===== src/hdl/tte_pkg.sv =====
`timescale 1ns / 1ps
`default_nettype none
package tte_pkg;
    localparam int TABLE_DEPTH_DEF = 16;
    localparam int OWNER_BITS_DEF  = 8;
    localparam int MAX_REPORTS     = 16;
    localparam int IN_BITS         = 128;
    localparam int OUT_BITS        = 48;

    typedef enum logic [2:0] {
        REQ_ONCE   = 3'd0,
        REQ_REPEAT = 3'd1,
        REQ_FRAMES = 3'd2,
        REQ_CANCEL = 3'd3,
        REQ_QUERY  = 3'd4,
        REQ_CANOWN = 3'd5,
        REQ_TICK   = 3'd6,
        REQ_CLEAR  = 3'd7
    } req_t;

    typedef enum logic [1:0] {
        ST_OK      = 2'd0,
        ST_INVALID = 2'd1,
        ST_FULL    = 2'd2
    } status_t;

    typedef enum logic [1:0] {
        MODE_ONCE   = 2'd0,
        MODE_REPEAT = 2'd1,
        MODE_FRAMES = 2'd2
    } mode_t;
endpackage
`default_nettype wire


===== src/hdl/timer_table_engine_unit.sv =====
// channel | dir | tdata (low bit up)                                  | tuser
// s_axis  | in  | req_type, now_ms, amount, timer_ref, owner_tag       | -
// m_axis  | out | status, result_id, is_active, fired, fired_owner     | -  (tlast = last)
// one request at a time; a slot walker visits one table entry per cycle unless a result is stalled
// schedule, cancel, query, cancel owner and clear: one scan over the table, then the result
// tick: an evaluation pass, a packing pass and a final state with the last result
// a stalled result holds the walker during the scan; rst_n clears valid bits and next id to one
`timescale 1ns / 1ps
`default_nettype none
module timer_table_engine_unit #(
    parameter int TABLE_DEPTH    = tte_pkg::TABLE_DEPTH_DEF,
    parameter int OWNER_TAG_BITS = tte_pkg::OWNER_BITS_DEF
) (
    input  wire logic                         clk,
    input  wire logic                         rst_n,
    input  wire logic                         s_axis_tvalid,
    output logic                              s_axis_tready,
    // req_type[2:0], now_ms[50:3], amount[82:51], timer_ref[114:83], owner_tag[122:115]
    input  wire logic [tte_pkg::IN_BITS-1:0]  s_axis_tdata,
    output logic                              m_axis_tvalid,
    input  wire logic                         m_axis_tready,
    // status[1:0], result_id[33:2], is_active[34], fired[35], fired_owner[43:36]
    output logic [tte_pkg::OUT_BITS-1:0]      m_axis_tdata,
    output logic                              m_axis_tlast
);
    import tte_pkg::*;

    localparam int IW = (TABLE_DEPTH > 1) ? $clog2(TABLE_DEPTH) : 1;
    localparam int CW = $clog2(TABLE_DEPTH + 1);
    localparam int RW = $clog2(MAX_REPORTS + 1);

    typedef enum logic [2:0] {S_IDLE, S_SCAN, S_EMIT, S_PACK, S_DONE} state_t;

    logic [TABLE_DEPTH-1:0]    act_reg, used_reg;
    mode_t                     mode_mem     [TABLE_DEPTH];
    logic [31:0]               id_mem       [TABLE_DEPTH];
    logic [OWNER_TAG_BITS-1:0] own_mem      [TABLE_DEPTH];
    logic [48:0]               dl_mem       [TABLE_DEPTH];
    logic [31:0]               per_mem      [TABLE_DEPTH];
    logic [31:0]               fr_mem       [TABLE_DEPTH];

    state_t                    state_reg;
    logic [IW-1:0]             idx_reg;
    logic [CW-1:0]             wr_reg;
    logic                      found_reg;
    logic [RW-1:0]             nrep_reg;
    logic [31:0]               next_id_reg;
    req_t                      req_reg;
    logic [47:0]               now_reg;
    logic [31:0]               amt_reg, ref_reg;
    logic [OWNER_TAG_BITS-1:0] own_reg;
    logic                      ov_reg, ol_reg;
    logic [OUT_BITS-1:0]       od_reg;
    logic                      pend_reg;
    logic [43:0]               pend_data_reg;

    logic                      idx_end;
    logic                      live;
    logic [48:0]               dl_sum;
    logic [48:0]               dl_alt;
    logic                      due;
    logic                      fire;
    logic [OWNER_TAG_BITS-1:0] in_owner;

    assign idx_end  = (idx_reg == IW'(TABLE_DEPTH - 1));
    assign live     = used_reg[idx_reg] && act_reg[idx_reg];
    assign dl_sum   = dl_mem[idx_reg] + 49'(per_mem[idx_reg]);
    assign dl_alt   = 49'(now_reg) + 49'(per_mem[idx_reg]);
    assign due      = 49'(now_reg) >= dl_mem[idx_reg];
    assign fire     = live && ((mode_mem[idx_reg] == MODE_FRAMES) ?
                      (fr_mem[idx_reg] == 32'd0) : due);
    assign in_owner = OWNER_TAG_BITS'(s_axis_tdata[122:115]);

    assign s_axis_tready = (state_reg == S_IDLE) && !ov_reg;
    assign m_axis_tvalid = ov_reg;
    assign m_axis_tdata  = od_reg;
    assign m_axis_tlast  = ol_reg;

    function automatic logic [OUT_BITS-1:0] pack_out(status_t st, logic [31:0] id,
        logic a, logic f, logic [7:0] o);
        return {4'd0, o, f, a, id, st};
    endfunction

    always_ff @(posedge clk)
    begin
        if (state_reg == S_SCAN && fire && !(ov_reg && !m_axis_tready)
            && req_reg == REQ_TICK && mode_mem[idx_reg] == MODE_REPEAT)
        begin
            dl_mem[idx_reg] <= (dl_sum <= 49'(now_reg)) ? dl_alt : dl_sum;
        end
        else if (state_reg == S_SCAN && live && !fire && req_reg == REQ_TICK
                 && mode_mem[idx_reg] == MODE_FRAMES && !(ov_reg && !m_axis_tready))
        begin
            fr_mem[idx_reg] <= fr_mem[idx_reg] - 32'd1;
        end
        else if (state_reg == S_PACK && used_reg[idx_reg] && act_reg[idx_reg]
                 && wr_reg[IW-1:0] != idx_reg)
        begin
            mode_mem[wr_reg[IW-1:0]] <= mode_mem[idx_reg];
            id_mem[wr_reg[IW-1:0]]   <= id_mem[idx_reg];
            own_mem[wr_reg[IW-1:0]]  <= own_mem[idx_reg];
            dl_mem[wr_reg[IW-1:0]]   <= dl_mem[idx_reg];
            per_mem[wr_reg[IW-1:0]]  <= per_mem[idx_reg];
            fr_mem[wr_reg[IW-1:0]]   <= fr_mem[idx_reg];
        end
        else if (state_reg == S_DONE && wr_reg != CW'(TABLE_DEPTH)
                 && (req_reg == REQ_ONCE || req_reg == REQ_REPEAT
                     || req_reg == REQ_FRAMES)
                 && !(req_reg == REQ_REPEAT && amt_reg == 32'd0) && !ov_reg)
        begin
            mode_mem[wr_reg[IW-1:0]] <= mode_t'(req_reg[1:0]);
            id_mem[wr_reg[IW-1:0]]   <= next_id_reg;
            own_mem[wr_reg[IW-1:0]]  <= own_reg;
            dl_mem[wr_reg[IW-1:0]]   <= (req_reg == REQ_FRAMES) ? 49'd0 :
                                        49'(now_reg) + 49'(amt_reg);
            per_mem[wr_reg[IW-1:0]]  <= (req_reg == REQ_REPEAT) ? amt_reg : 32'd0;
            fr_mem[wr_reg[IW-1:0]]   <= (req_reg == REQ_FRAMES) ? amt_reg : 32'd0;
        end
    end

    always_ff @(posedge clk or negedge rst_n)
    begin
        if (!rst_n)
        begin
            state_reg     <= S_IDLE;
            act_reg       <= '0;
            used_reg      <= '0;
            idx_reg       <= '0;
            wr_reg        <= '0;
            found_reg     <= 1'b0;
            nrep_reg      <= '0;
            next_id_reg   <= 32'd1;
            ov_reg        <= 1'b0;
            ol_reg        <= 1'b0;
            pend_reg      <= 1'b0;
            req_reg       <= REQ_ONCE;
            now_reg       <= '0;
            amt_reg       <= '0;
            ref_reg       <= '0;
            own_reg       <= '0;
            od_reg        <= '0;
            pend_data_reg <= '0;
        end
        else
        begin
            if (ov_reg && m_axis_tready)
                ov_reg <= 1'b0;
            case (state_reg)
                S_IDLE:
                begin
                    if (s_axis_tvalid && s_axis_tready)
                    begin
                        req_reg   <= req_t'(s_axis_tdata[2:0]);
                        now_reg   <= s_axis_tdata[50:3];
                        amt_reg   <= s_axis_tdata[82:51];
                        ref_reg   <= s_axis_tdata[114:83];
                        own_reg   <= in_owner;
                        idx_reg   <= '0;
                        wr_reg    <= '0;
                        found_reg <= 1'b0;
                        nrep_reg  <= '0;
                        pend_reg  <= 1'b0;
                        state_reg <= S_SCAN;
                    end
                end
                S_SCAN:
                begin
                    if (!(ov_reg && !m_axis_tready))
                    begin
                        case (req_reg)
                            REQ_ONCE, REQ_REPEAT, REQ_FRAMES:
                            begin
                                if (used_reg[idx_reg])
                                    wr_reg <= wr_reg + CW'(1);
                            end
                            REQ_CANCEL:
                            begin
                                if (!found_reg && used_reg[idx_reg]
                                    && id_mem[idx_reg] == ref_reg && ref_reg != 32'd0)
                                begin
                                    found_reg        <= 1'b1;
                                    act_reg[idx_reg] <= 1'b0;
                                end
                            end
                            REQ_QUERY:
                            begin
                                if (!found_reg && used_reg[idx_reg]
                                    && id_mem[idx_reg] == ref_reg)
                                begin
                                    found_reg <= 1'b1;
                                    wr_reg    <= CW'(act_reg[idx_reg]);
                                end
                            end
                            REQ_CANOWN:
                            begin
                                if (live && own_mem[idx_reg] == own_reg)
                                    act_reg[idx_reg] <= 1'b0;
                            end
                            REQ_TICK:
                            begin
                                if (fire && mode_mem[idx_reg] != MODE_REPEAT)
                                    act_reg[idx_reg] <= 1'b0;
                                if (fire && nrep_reg != RW'(MAX_REPORTS))
                                begin
                                    if (pend_reg)
                                    begin
                                        ov_reg <= 1'b1;
                                        ol_reg <= 1'b0;
                                        od_reg <= {4'd0, pend_data_reg};
                                    end
                                    pend_reg      <= 1'b1;
                                    pend_data_reg <= 44'(pack_out(ST_OK, id_mem[idx_reg],
                                        1'b0, 1'b1, 8'(own_mem[idx_reg])));
                                    nrep_reg      <= nrep_reg + RW'(1);
                                end
                            end
                            default:
                            begin
                                act_reg  <= '0;
                                used_reg <= '0;
                            end
                        endcase
                        if (idx_end)
                        begin
                            idx_reg   <= '0;
                            state_reg <= (req_reg == REQ_TICK) ? S_PACK : S_DONE;
                            if (req_reg == REQ_TICK)
                                wr_reg <= '0;
                        end
                        else
                        begin
                            idx_reg <= idx_reg + IW'(1);
                        end
                    end
                end
                S_PACK:
                begin
                    if (used_reg[idx_reg] && act_reg[idx_reg])
                        wr_reg <= wr_reg + CW'(1);
                    if (idx_end)
                        state_reg <= S_DONE;
                    else
                        idx_reg <= idx_reg + IW'(1);
                end
                default:
                begin
                    if (!ov_reg)
                    begin
                        ov_reg    <= 1'b1;
                        ol_reg    <= 1'b1;
                        state_reg <= S_IDLE;
                        case (req_reg)
                            REQ_ONCE, REQ_REPEAT, REQ_FRAMES:
                            begin
                                if (req_reg == REQ_REPEAT && amt_reg == 32'd0)
                                    od_reg <= pack_out(ST_INVALID, 32'd0, 1'b0, 1'b0, 8'd0);
                                else if (wr_reg == CW'(TABLE_DEPTH))
                                    od_reg <= pack_out(ST_FULL, 32'd0, 1'b0, 1'b0, 8'd0);
                                else
                                begin
                                    od_reg <= pack_out(ST_OK, next_id_reg, 1'b0, 1'b0, 8'd0);
                                    used_reg[wr_reg[IW-1:0]] <= 1'b1;
                                    act_reg[wr_reg[IW-1:0]]  <= 1'b1;
                                    next_id_reg <= (next_id_reg == 32'hFFFF_FFFF) ? 32'd1 :
                                                   next_id_reg + 32'd1;
                                end
                            end
                            REQ_CANCEL:
                                od_reg <= pack_out((ref_reg == 32'd0) ? ST_INVALID : ST_OK,
                                    32'd0, 1'b0, 1'b0, 8'd0);
                            REQ_QUERY:
                                od_reg <= pack_out((ref_reg == 32'd0) ? ST_INVALID : ST_OK,
                                    32'd0, (ref_reg != 32'd0) && found_reg && wr_reg[0],
                                    1'b0, 8'd0);
                            REQ_TICK:
                            begin
                                for (int i = 0; i < TABLE_DEPTH; i++)
                                begin
                                    used_reg[i] <= (CW'(i) < wr_reg);
                                    act_reg[i]  <= (CW'(i) < wr_reg);
                                end
                                od_reg <= pend_reg ? {4'd0, pend_data_reg} :
                                          pack_out(ST_OK, 32'd0, 1'b0, 1'b0, 8'd0);
                            end
                            default:
                                od_reg <= pack_out(ST_OK, 32'd0, 1'b0, 1'b0, 8'd0);
                        endcase
                    end
                end
            endcase
            if (state_reg == S_PACK && used_reg[idx_reg] && act_reg[idx_reg]
                && wr_reg[IW-1:0] != idx_reg)
            begin
                used_reg[wr_reg[IW-1:0]] <= 1'b1;
                act_reg[wr_reg[IW-1:0]]  <= 1'b1;
            end
        end
    end

    a_ready_idle: assert property (@(posedge clk) disable iff (!rst_n)
        s_axis_tready |-> state_reg == S_IDLE)
        else $error("ready outside idle");
    a_id_nonzero: assert property (@(posedge clk) disable iff (!rst_n)
        next_id_reg != 32'd0)
        else $error("next id zero");
    a_used_cover: assert property (@(posedge clk) disable iff (!rst_n)
        (state_reg == S_IDLE) |-> ((act_reg & ~used_reg) == '0))
        else $error("active slot not used");
    a_done_out: assert property (@(posedge clk) disable iff (!rst_n)
        (state_reg == S_DONE && !ov_reg) |=> ov_reg && ol_reg)
        else $error("final result missing");
endmodule
`default_nettype wire


===== config.mk =====
export PLATFORM = sky130hd
export DESIGN_NAME = timer_table_engine_unit
export DESIGN_NICKNAME = d
export VERILOG_FILES = /design/src/hdl/tte_pkg.sv /design/src/hdl/timer_table_engine_unit.sv
export SDC_FILE = /design/constraint.sdc
export NUM_CORES = 2
export LEC_CHECK = 0
export BUFFER_PORTS_ARGS = -buffer_cell sky130_fd_sc_hd__clkbuf_2
export CAP_MARGIN = 20
export CORE_AREA = 2 2 550 497
export CTS_CLUSTER_DIAMETER = 40
export DETAILED_ROUTE_END_ITERATION = 10
export DIE_AREA = 0 0 552 499
export PLACE_DENSITY = 0.62
export SLEW_MARGIN = 20
export SYNTH_ARGS = -nofsm -noshare
export SYNTH_HDL_FRONTEND = slang
export SYNTH_SLANG_ARGS = --single-unit

===== constraint.sdc =====
create_clock -name clk -period 11.02 [get_ports clk]
set_input_delay 0.551 -clock clk [delete_from_list [all_inputs] [get_ports clk]]
set_output_delay 0.551 -clock clk [all_outputs]
set_load 0.005 [all_outputs]

### Word-level counts from Yosys, hierarchy flattened

Memories as Yosys holds them, arrays and structs flattened.
Index checks and enable logic that the tools add are counted.

* logic and storage cells: 289
* memories: 6
* memory bits (writable): 2480
* output and inout port bits: 51
* flip-flop bits (word level): 297
* input port bits: 132

Memories
* dl_mem: depth 16, bits a word 49, read ports 1, clocked after memory_dff 0, write ports 1, RTL line timer_table_engine_unit.sv:38 `logic [48:0] dl_mem [TABLE_DEPTH];`
* fr_mem: depth 16, bits a word 32, read ports 1, clocked after memory_dff 0, write ports 1, RTL line timer_table_engine_unit.sv:40 `logic [31:0] fr_mem [TABLE_DEPTH];`
* id_mem: depth 16, bits a word 32, read ports 1, clocked after memory_dff 0, write ports 1, RTL line timer_table_engine_unit.sv:36 `logic [31:0] id_mem [TABLE_DEPTH];`
* per_mem: depth 16, bits a word 32, read ports 1, clocked after memory_dff 0, write ports 1, RTL line timer_table_engine_unit.sv:39 `logic [31:0] per_mem [TABLE_DEPTH];`
* own_mem: depth 16, bits a word 8, read ports 1, clocked after memory_dff 0, write ports 1, RTL line timer_table_engine_unit.sv:37 `logic [OWNER_TAG_BITS-1:0] own_mem [TABLE_DEPTH];`
* mode_mem: depth 16, bits a word 2, read ports 1, clocked after memory_dff 0, write ports 1, RTL line timer_table_engine_unit.sv:35 `mode_t mode_mem [TABLE_DEPTH];`

* $add $sub $neg: 8
* bitwise gates (word level): 18
* reductions and logical operators: 65
* magnitude comparators: 22
* equality and inequality tests: 34
* muxes and demuxes: 118

Operator list (number)
* two-way mux 48 bit: 5
* two-way mux 16 bit: 14
* two-way mux 32 bit: 7
* two-way mux 49 bit: 4
* one-hot mux 48 bit (4 select lines): 1
* one-hot mux 16 bit (2 select lines): 4
* adder 48 x 32 -> 49 bit: 2
* logical NOT 32 bit: 3
* one-hot mux 48 bit (2 select lines): 1
* two-way mux 34 bit: 2
* OR 16 bit: 4
* one-hot mux 16 bit (4 select lines): 1
* two-way mux 5 bit: 10
* adder 49 x 32 -> 49 bit: 1
* greater-or-equal comparator 48 x 49 -> 1 bit: 1
* less-or-equal comparator 49 x 48 -> 1 bit: 1
* OR reduction 49 bit: 1
* two-way mux 44 bit: 1
* less-than comparator 4 x 5 -> 1 bit, first input constant: 8
* two-way mux 1 bit: 40
* logical AND 1 bit: 33
* adder 32 x 1 -> 32 bit, second input constant: 1
* equality test 32 bit: 1
* equality test 32 bit, second input constant: 1
* 53 further kinds: 118

### Depth between registers and ports, before layout

* depth in word-level cells: 15
* depth in mapped cells: 42
* mapped depth without buffers: 26

### Worst setup path before layout

Ideal clock, no wire load.

* path kind: register to register
* from: register idx_reg[0]
* to: memory dl_mem[0][30], data pin
* arrival: 9506 ps
* buffers on the path: 14
* required time: 10642 ps
* slack: 1136 ps
* library setup time: 378 ps
* stages on the path, launching flop included: 38
* period minus slack after synthesis: 9884 ps
* path through: dfrtp_1 > buf_6 > buf_12 > buf_12 > buf_8 > buf_8 > buf_6 > buf_8 > buf_6 > buf_6 > buf_2 > buf_1 > buf_2 > mux4_2 > mux4_2 > ha_1 > fa_1 > a211oi_1 > [2 not listed] > a211oi_1 > a21o_1 > a21oi_1 > o21a_1 > or3_1 > and2_1 > ha_1 > nand4_1 > nor4_1 > and2_1 > o31ai_1 > a21bo_2 > a21oi_1 > clkbuf_1 > or3_1 > clkbuf_1 > a21oi_1 > nor4_1

* longest elaborated chain between the ends: 15
* elaborated cells on any way between the ends: 45
* those cells by class: add/sub (2); order compare (2); eq/ne (3); mux (16); bitwise (1); reduce/logical (17); memory (4)

RTL lines
* start, declared: RTL line timer_table_engine_unit.sv:43 `logic [IW-1:0] idx_reg;`
* start signal, assigned: RTL line timer_table_engine_unit.sv:232 `idx_reg <= idx_reg + IW'(1);`
* start signal, assigned: RTL line timer_table_engine_unit.sv:243 `idx_reg <= idx_reg + IW'(1);`
* memory read (16 x 49 bit), or another cell as far along
* greater-or-equal comparator 48 x 49 -> 1 bit, or another cell as far along: RTL line timer_table_engine_unit.sv:69 `assign due = 49'(now_reg) >= dl_mem[idx_reg];`
* two-way mux 1 bit or logical AND 1 bit (tied branches): RTL line timer_table_engine_unit.sv:70, timer_table_engine_unit.sv:66
* logical AND 1 bit: RTL line timer_table_engine_unit.sv:70 `assign fire = live && ((mode_mem[idx_reg] == MODE_FRAMES) ?`
* logical NOT 1 bit: RTL line timer_table_engine_unit.sv:91 `else if (state_reg == S_SCAN && live && !fire && req_reg == REQ_TICK`
* logical AND 1 bit (2 in series): RTL line timer_table_engine_unit.sv:91
* logical AND 1 bit (2 in series): RTL line timer_table_engine_unit.sv:92 `&& mode_mem[idx_reg] == MODE_FRAMES && !(ov_reg && !m_axis_tready))`
* two-way mux 1 bit: RTL line timer_table_engine_unit.sv:91
* two-way mux 1 bit: RTL line timer_table_engine_unit.sv:86 `if (state_reg == S_SCAN && fire && !(ov_reg && !m_axis_tready)`
* two-way mux 1 bit, on equally long branches: RTL line timer_table_engine_unit.sv:102, timer_table_engine_unit.sv:114
* OR 1 bit (no line)
* OR reduction 49 bit (no line)
* two-way mux 49 bit (no line) (*)
* end, declared: RTL line timer_table_engine_unit.sv:38

Every way passes the cells marked *; elsewhere a longest branch is shown, timed or not. The select of a mux whose other input is x is not followed.

### Final worst setup path

* from: register idx_reg[0]
* to: memory dl_mem[12][19], data pin

Same word-level chain as after synthesis.

==> run summary <==
Power density cells: 313 nW/µm²
Maximum number of pins on one net before global-route repair: 121
Worst setup SP type: flop
Synthesis-to-finish area growth: 16.9%
Normalized max-slew margin: 19.8%
Final Hold Violating Endpoints: 0
Max IR drop VDD: 0.224 mV
Setup repair after global routing missed its margin: false
Total clock buffers created by CTS: 368
Global-route wire length before repair: 513000 µm
Slew at the pin with the worst max-slew slack: 1.20 ns
Count of pins over their slew limit: 0
Static Leak: 48.0 nW
Area of the die: 275000 µm²
Status: finished clean
Utilization after layout: 52.5%
Clk Latency, worst-skew pair: 0.92 ns
Post-Route WL: 358000 µm
HPWL after detailed placement: 218000 µm
# setup viols final: 0
Sink Count: 2773
Overall fraction of global-route tracks in use: 25.6%
Endpoint arrival time on the critical path: 9.89 ns
Final critical path time including I/O delays and setup: 9.21 ns
Setup Total Neg Slack: 0 ns
FP Rows: 181
Total congestion overflow after global routing: 0
Number of primary I/O pins: 183
Synth Cell Area: 121000 µm²
Largest register by flop count: dl_mem
Initial detailed-routing violation count: 8635
CTS tree: done
H-tree depth: 5
Commonest non-fill, non-tap cell in the layout: edfxtp_1
Post-synth EDFFs: 2480
Most frequent CP cell: buf_4
Post-synthesis average cell area: 16.9 µm²
Clock Tree Root: clkbuf_16
Initial cell density of the core: 44.9%
Crit path max-delay cell type: dfrtp_4
Post-Synth XOR/XNOR Area: 1.56%
Setup repair bufs after CTS: 0
Synth Instances: 7173
DRC Markers: 0
Total of buffers placed on input and output ports: 173
Most frequent cells in the layout: edfxtp_1, mux4_2, nand2_1
Number of antenna violations at the first check in global routing: 23
Number of flip-flops in the largest register: 784
Overall via count from detail_route: 72010
Wire per inst: 30.7 µm
Post-synthesis compound-gate area fraction: 5.89%
Max clock buf depth: 4
Total of fill cells in the finished design: 21474
Routed via count divided by cell count: 6.18
Register bit total from synthesis: 2773
Worst setup path category: reg -> reg
Worst Setup End Kind: flop
Max capacitance violation total: 0
Horizontal die dimension: 552 µm
Proportion of synthesized chip area in sequential cells: 67.6%
Multiplexer share of the synthesized area: 15.9%
Worst setup skew after layout: 0.0780 ns
Combinational family with the most area after synthesis: multiplexers
Fraction of final layout cells with drive strength greater than 1: 25.7%
Post-CTS clock slew at the launch and capture registers of the worst setup and hold paths: 0.05 ns
Number of global-route vias before repair: 71652
Class of the tightest hold or removal check: in -> reg
Placeable Area: 269000 µm²
Routability Congestion: 0.953
Basic-gate share of the synthesized area counting and, or, nand and nor cells: 4.80%
Total Nets Final: 8083
Max stage delay on crit path: 0.99 ns
Y dimension of the die: 499 µm
Post-route clock period utilization: 83.6%
Required time of the critical path: 11.70 ns
Number of library cell types mapped by synthesis: 100
Synthesized-area fraction occupied by adder cells: 2.16%
Number of nets still failing antenna checks after routing: 0
Share of synthesized registers carrying an async set or reset: 10.6%
Number of warnings issued by yosys: 0
Number of search-and-repair iterations in the first detailed-routing pass: 6
Ys flop type: edfxtp_1
Max Clk Rate: 0.109 GHz
Crit Path Max Fanout: 39
==> cell usage after synthesis, drive strengths merged, types with 10 or more instances <==
library cell	count	area, µm²
inv	167	627
ha	204	2550
nor4	46	309
xnor2	152	1330
o31a	10	88.8
nor2	324	1220
a2111oi	11	96.3
nand4	57	357
o211ai	20	150
nand3	137	686
a31oi	45	288
nand2	444	1670
o21bai	23	176
or2	17	106
mux2i	163	1630
and2	20	125
dfrtp	292	7310
edfxtp	2480	74500
or3	23	144
a21o	81	608
xor2	64	561
nor3	73	365
o221ai	13	120
mux2	190	2140
a221oi	44	398
buf	159	1010
o21ai	294	1470
and3	25	156
nand2b	33	206
mux4	684	15400
nor2b	29	181
o21a	19	143
o2111ai	13	114
clkbuf	227	852
o31ai	16	120
a21oi	296	1480
o22ai	50	313
a211oi	25	188
and4	11	96.3
a22o	18	158
a22oi	63	473
==> critical path: cells and delay by family (launching register included) <==
family	cells	cell delay (ns)
AOI/OAI and AO/OA	11	2.36
adders and majority gates	2	0.76
buffers and inverters	4	1.41
DFF	1	0.99
muxes	2	1.15
and+or+nand+nor	7	2.27
==> per-stage QoR <==
stage               power [mW]  instance area [µm²]  hold slack [ns]  cells  setup slack (ns)
global route              46.3               141000            0.158  11636              1.17
global placement          31.7               127000            0.451  10810              1.77
detailed placement        32.1               127000            0.458  10811              1.86
floorplan                 26.3               121000            0.255   7176              1.14
CTS                       44.2               141000            0.167  11613              1.77
finish                    44.3               141000            0.224  11643              1.81
==> layer usage <==
layer | share of wire (%) | track usage [%] | wire (µm) | up-vias
met5 | 0.0022 | 0 | 8 | -
met4 | 3.9 | 9.23 | 14000 | 2
met3 | 8.9 | 4.81 | 31700 | 700
met2 | 46 | 40.0 | 166000 | 3529
met1 | 41 | 36.1 | 146000 | 37759
li1 | - | - | - | 30020
==> power breakdown <==
part	internal, mW	leakage (nW)	switching (mW)
registers	15.3	26.1	0.822
logic	5.78	15.8	10.4
clock network	7.25	6.06	4.77
==> cell families after synthesis <==
family / Yosys count
AO/OA/AOI/OAI: 1123
XOR/XNOR: 216
adder cells (fa/ha/maj): 207
buffers and inverters: 556
flip-flops: 2773
multiplexers: 1037
other: 1
AND/OR/NAND/NOR: 1260
==> worst paths after layout <==
kind                                   start  depth (start not counted)  slack [ns]                 to
min reg2reg                pend_data_reg[35]                          1        0.47  pend_data_reg[35]
min in group asynchronous              rst_n                          2        0.24    m_axis_tdata[5]
max reg2reg                       idx_reg[0]                         26        1.81     dl_mem[12][19]
max in group asynchronous              rst_n                          4        8.63         own_reg[1]
max                               idx_reg[0]                         26        1.81     dl_mem[12][19]
min                            m_axis_tready                          3        0.22      m_axis_tvalid
==> cell type report <==
| cell class | instances | area [µm²] | share of cell area (%) |
|---|---|---|---|
| diodes | 22 | 55.1 | 0.0389 |
| multi-input cells | 3847 | 37300 | 26.3 |
| clock buffers | 417 | 9530 | 6.74 |
| well taps | 3568 | 4460 | 3.16 |
| flip-flops and latches | 2773 | 81800 | 57.9 |
| clock inverters | 262 | 3010 | 2.13 |
| repair buffers | 585 | 4630 | 3.27 |
| inverters | 169 | 644 | 0.456 |
==> repair_timing <==
action	CTS	global route
resized for setup	0	0
hold buffers	123	0
endpoints found under the hold margin	189	0
No activity file was read; power rests on OpenSTA's default activity.
